<file path="config.mk">
export PLATFORM = sky130hd
export DESIGN_NAME = hscb_div
export DESIGN_NICKNAME = d
export VERILOG_FILES = /design/src/design/hscb_pkg.sv /design/src/design/hscb_div.sv
export SDC_FILE = /design/constraint.sdc
export NUM_CORES = 1
export LEC_CHECK = 0
export BUFFER_PORTS_ARGS = -buffer_cell sky130_fd_sc_hd__buf_4
export CELL_PAD_IN_SITES_DETAIL_PLACEMENT = 1
export CELL_PAD_IN_SITES_GLOBAL_PLACEMENT = 2
export CORE_ASPECT_RATIO = 0.7
export CORE_MARGIN = 10
export CORE_UTILIZATION = 43
export CTS_CLUSTER_SIZE = 30
export DETAILED_ROUTE_END_ITERATION = 8
export GPL_TIMING_DRIVEN = 0
export PLACE_DENSITY = 0.95
export SYNTH_ARGS = -nofsm -noshare
export SYNTH_HDL_FRONTEND = slang
export SYNTH_SLANG_ARGS = --single-unit
</file>
<file path="constraint.sdc">
create_clock -name clk -period 13.5 [get_ports clk]
set_input_delay 2.7 -clock clk [delete_from_list [all_inputs] [get_ports clk]]
set_output_delay 2.7 -clock clk [all_outputs]
set_load 0.01 [all_outputs]
</file>
<file path="src/design/hscb_pkg.sv">
// Shared constants for the HSV-space color blend pipeline.
// No dependencies; used by hscb_div and hsv_space_color_blend_unit.
package hscb_pkg;

  localparam int CH_W       = 8;   // width of one color channel
  localparam int DIV_STAGES = 3;   // register stages in each pipelined divider
  localparam int REC_SHIFT  = 32;  // fraction bits of the constant reciprocals

  // floor(2^32 / 255) and floor(2^32 / 7650), used with one correction step
  localparam logic [24:0] RECIP_255  = 25'((64'd1 << REC_SHIFT) / 64'd255);
  localparam logic [19:0] RECIP_7650 = 20'((64'd1 << REC_SHIFT) / 64'd7650);

endpackage

</file>
<file path="src/design/hscb_div.sv">
// Pipelined restoring divider, DIV_STAGES register stages, several quotient bits per stage.
// Depends on hscb_pkg. The quotient must fit in QW bits; the divisor must be nonzero.
module hscb_div
  import hscb_pkg::*;
#(
  parameter int NW = 17,
  parameter int QW = 9,
  parameter int DW = 8
) (
  input  logic          clk,
  input  logic          en,
  input  logic [NW-1:0] num,
  input  logic [DW-1:0] den,
  output logic [QW-1:0] quo
);

  localparam int BPS = (QW + DIV_STAGES - 1) / DIV_STAGES;
  localparam int WW  = (NW > DW + QW) ? NW : DW + QW;

  logic [NW-1:0] rem_r [DIV_STAGES];
  logic [QW-1:0] quo_r [DIV_STAGES];
  logic [DW-1:0] den_r [DIV_STAGES];

  for (genvar s = 0; s < DIV_STAGES; s++) begin : g_stage
    // quotient bits resolved in this stage; the last stage may take fewer
    localparam int NB = (QW - s * BPS < BPS) ? QW - s * BPS : BPS;

    logic [NW-1:0] rem_in;
    logic [NW-1:0] rem_c;
    logic [QW-1:0] q_in;
    logic [QW-1:0] q_c;
    logic [DW-1:0] d_in;

    if (s == 0) begin : g_first
      assign rem_in = num;
      assign q_in   = '0;
      assign d_in   = den;
    end else begin : g_next
      assign rem_in = rem_r[s-1];
      assign q_in   = quo_r[s-1];
      assign d_in   = den_r[s-1];
    end

    // Try one shifted divisor per quotient bit, high bit first.
    always_comb begin
      logic [WW-1:0] trial;
      trial = '0;
      rem_c = rem_in;
      q_c   = q_in;
      for (int k = 0; k < NB; k++) begin
        trial = WW'(d_in) << (QW - 1 - s * BPS - k);
        if (WW'(rem_c) >= trial) begin
          rem_c = rem_c - NW'(trial);
          q_c[QW-1-s*BPS-k] = 1'b1;
        end
      end
    end

    always_ff @(posedge clk) begin
      if (en) begin
        rem_r[s] <= rem_c;
        quo_r[s] <= q_c;
        den_r[s] <= d_in;
      end
    end
  end

  assign quo = quo_r[DIV_STAGES-1];

endmodule

</file>
==> results.sh <==
export IMPL_status="finished clean"
export IMPL_nets=888
export IMPL_p_int_mw=1.17
export IMPL_crit_path_end_kind="register"
export IMPL_start_util_pct=43.9
export IMPL_comb_power_share_pct=71.9
export IMPL_vdd_drop_max_v=0.000124
export IMPL_cap_violations=0
export IMPL_viasPerCell=5.94
export IMPL_clk_path_buf_depth=2
export IMPL_sw_frac_of_total_pct=47.8
export IMPL_globalplace_congestion=0.871
export IMPL_syn_area_um2=6800
export IMPL_multiInputGateArea_um2=4490
export IMPL_synth_nets=842
export IMPL_wl_per_cell_um=21.2
export IMPL_num_vias=5855
export IMPL_worstSetupPathType="in2reg"
export IMPL_cpMostUsedCell="a21oi_1"
export IMPL_hold_path_class="reg2reg"
export IMPL_antenna_found_initial=0
export IMPL_synth_seq_cells=68
export IMPL_min_period_ps=10550
export IMPL_synth_top_area_share_pct=30.0
export IMPL_ant_nets=0
export IMPL_period_share_pct=78.1
export IMPL_grt_setup_unrepaired="no"
export IMPL_cts_setup_buffers=0
export IMPL_grt_usage_pct=19.5
export IMPL_hold_ws_ps=422
export IMPL_synth_top_flop_cell="edfxtp_1"
export IMPL_io_pins=36
export IMPL_grt_pass1_wl_um=33300
export IMPL_numClockSinks=68
export IMPL_cts_tree="yes"
export IMPL_antennaDiodeCount=0
export IMPL_drtIter0Drc=373
export IMPL_synth_most_common_cell="ha_1"
export IMPL_synthesis_instances=735
export IMPL_synthArstFlopShare_pct=0
export IMPL_clk_pin_slew_ps=60
export IMPL_slew_viol_final=0
export IMPL_h_tree_depth=3
export IMPL_wirelength_um=20900
export IMPL_p_seq_share_pct=17.2
export IMPL_fin_worst_skew_ps=6.24
export IMPL_cts_resized_gates=0
export IMPL_power_leakage_nw=3.16
export IMPL_ff_latch_area_um2=2040
export IMPL_grt_pass1_vias=6058
export IMPL_slowest_delay_ps=570
export IMPL_die_area_um2=21300
export IMPL_ys_seq_area_share_pct=30.0
export IMPL_hold_violations=0
export IMPL_setup_viol=0
export IMPL_max_freq_mhz=94.8
export IMPL_cts_buffers_inserted=9
export IMPL_drt_pass1_iter_count=5
export IMPL_start_kind="primary input"
export IMPL_yosysWarnings=0
export IMPL_worstPathRequired_ps=13570
export IMPL_critPathSlowestCell="o41ai_1"
export IMPL_crit_fanout=10
export IMPL_place_hpwl_um=17000
export IMPL_worst_slew_pin_slew_ps=885
export IMPL_p_switching_mw=1.07
export IMPL_power_frac_clock_pct=10.9
export IMPL_tns_ps=0
export IMPL_max_slew_margin_pct=41.0
export IMPL_cp_data_arrival_time_ps=10620
export IMPL_syn_area_per_cell_um2=9.25
export IMPL_p_per_area_nw_per_um2=294
export IMPL_fillers=1809
export IMPL_postCtsHoldBufs=0
export IMPL_syn_to_final_growth_pct=12.0
export IMPL_synth_edf_count=68
export IMPL_die_h_um=125
export IMPL_port_buffers=35
export IMPL_yosysTopAreaCell="edfxtp_1"
export IMPL_drc=0
export IMPL_core_area_um2=15500
export IMPL_die_width_um=170
export IMPL_std_cell_rows=38
export IMPL_final_layout_size_suffix_gt1_share_pct=14.2
export IMPL_synth_area_leaders="edfxtp_1, ha_1, a21oi_1"
export IMPL_clock_latency_ps=340
export IMPL_grt_max_degree=69
export IMPL_netlist_top_cells_count="ha_1, edfxtp_1, a21oi_1, nor2_1, inv_1"
export IMPL_cts_root_buf="clkbuf_16"
export IMPL_synth_distinct_cells=84
export IMPL_overflow=0
worst max-delay path: cells and delay by family:
kind	cells	cell delay (ps)
simple gates	9	2070
fa+ha+maj	3	1090
compound gates	11	2890
buf+inv	7	1320
mux	2	530
power groups by stage:
stage	clock, mW	combinational, mW	sequential [mW]
finish	0.245	1.61	0.386
global route	0.260	1.79	0.393
CTS	0.251	1.60	0.385
detailed placement	0	1.57	0.389
global placement	0	1.50	0.385
floorplan	0	1.22	0.368
worst paths after layout:
check	cells after the start	slack, ps	startpoint	to
max	32	2950	den[6]	rem_r[0][9]
min	0	420	quo_r[0][7]	quo_r[0][16]
max reg2reg	33	5130	den_r[0][0]	rem_r[0][25]
min reg2reg	0	420	quo_r[0][7]	quo_r[0][16]
layout by cell type (no fill, tap or decap), types with 5 or more instances in the layout:
| cell | instances |
|---|---|
| nand4_1 | 13 |
| nor2b_1 | 13 |
| nor3_1 | 17 |
| xor2_1 | 14 |
| o211ai_1 | 5 |
| buf_2 | 5 |
| or4_1 | 5 |
| fa_1 | 8 |
| a21o_1 | 18 |
| inv_1 | 55 |
| nor2_1 | 66 |
| nand2_1 | 48 |
| o21a_1 | 12 |
| o31ai_1 | 7 |
| edfxtp_1 | 68 |
| or3_1 | 8 |
| buf_4 | 36 |
| mux2_4 | 6 |
| o21ai_0 | 41 |
| ha_1 | 72 |
| o31a_1 | 5 |
| mux2_2 | 16 |
| or2_2 | 8 |
| nand3_1 | 10 |
| mux2i_1 | 13 |
| xnor2_1 | 30 |
| nand2b_1 | 12 |
| nand3b_1 | 5 |
| clkbuf_16 | 9 |
| a211oi_1 | 7 |
| a21oi_1 | 66 |
sequential cells by signal, summed over array words and instances (netlist names):
signal,cells
quo_r,18
den_r,16
rem_r,34
area by class of cell:
class	count	area share (%)
multi-input combinational	599	58.9
timing repair buffer	35	3.45
buffer	10	0.624
clock buffer	9	2.96
inverter	58	2.92
tap	200	3.29
clock inverter	7	1.05
sequential	68	26.8
cell families after synthesis:
kind of cell | after synthesis | share of synthesized area (%)
compound gates | 206 | 20.2
xor+xnor | 44 | 5.67
fa+ha+maj | 81 | 15.8
buf+inv | 68 | 3.97
flops | 68 | 30.0
mux | 36 | 6.05
simple gates | 232 | 18.3
routing by layer:
| layer | GRT usage [%] | share of wire, % |
|---|---|---|
| met4 | 3.29 | 0.77 |
| met5 | 0 | 0 |
| met1 | 28.0 | 51 |
| met3 | 2.67 | 3.7 |
| met2 | 30.8 | 45 |
metrics by stage:
step / std cells / cell area, um^2 / power, mW / worst slack [ps] / util (%)
global route: 986 / 7620 / 2.44 / 2410 / 49.1
finish: 986 / 7620 / 2.24 / 2950 / 49.1
global placement: 970 / 7310 / 1.88 / 2910 / 47.2
CTS: 986 / 7620 / 2.23 / 3090 / 49.1
detailed placement: 970 / 7310 / 1.96 / 2770 / 47.2
floorplan: 735 / 6800 / 1.59 / 4380 / -
Note: power is estimated with default switching activity, not from simulation.
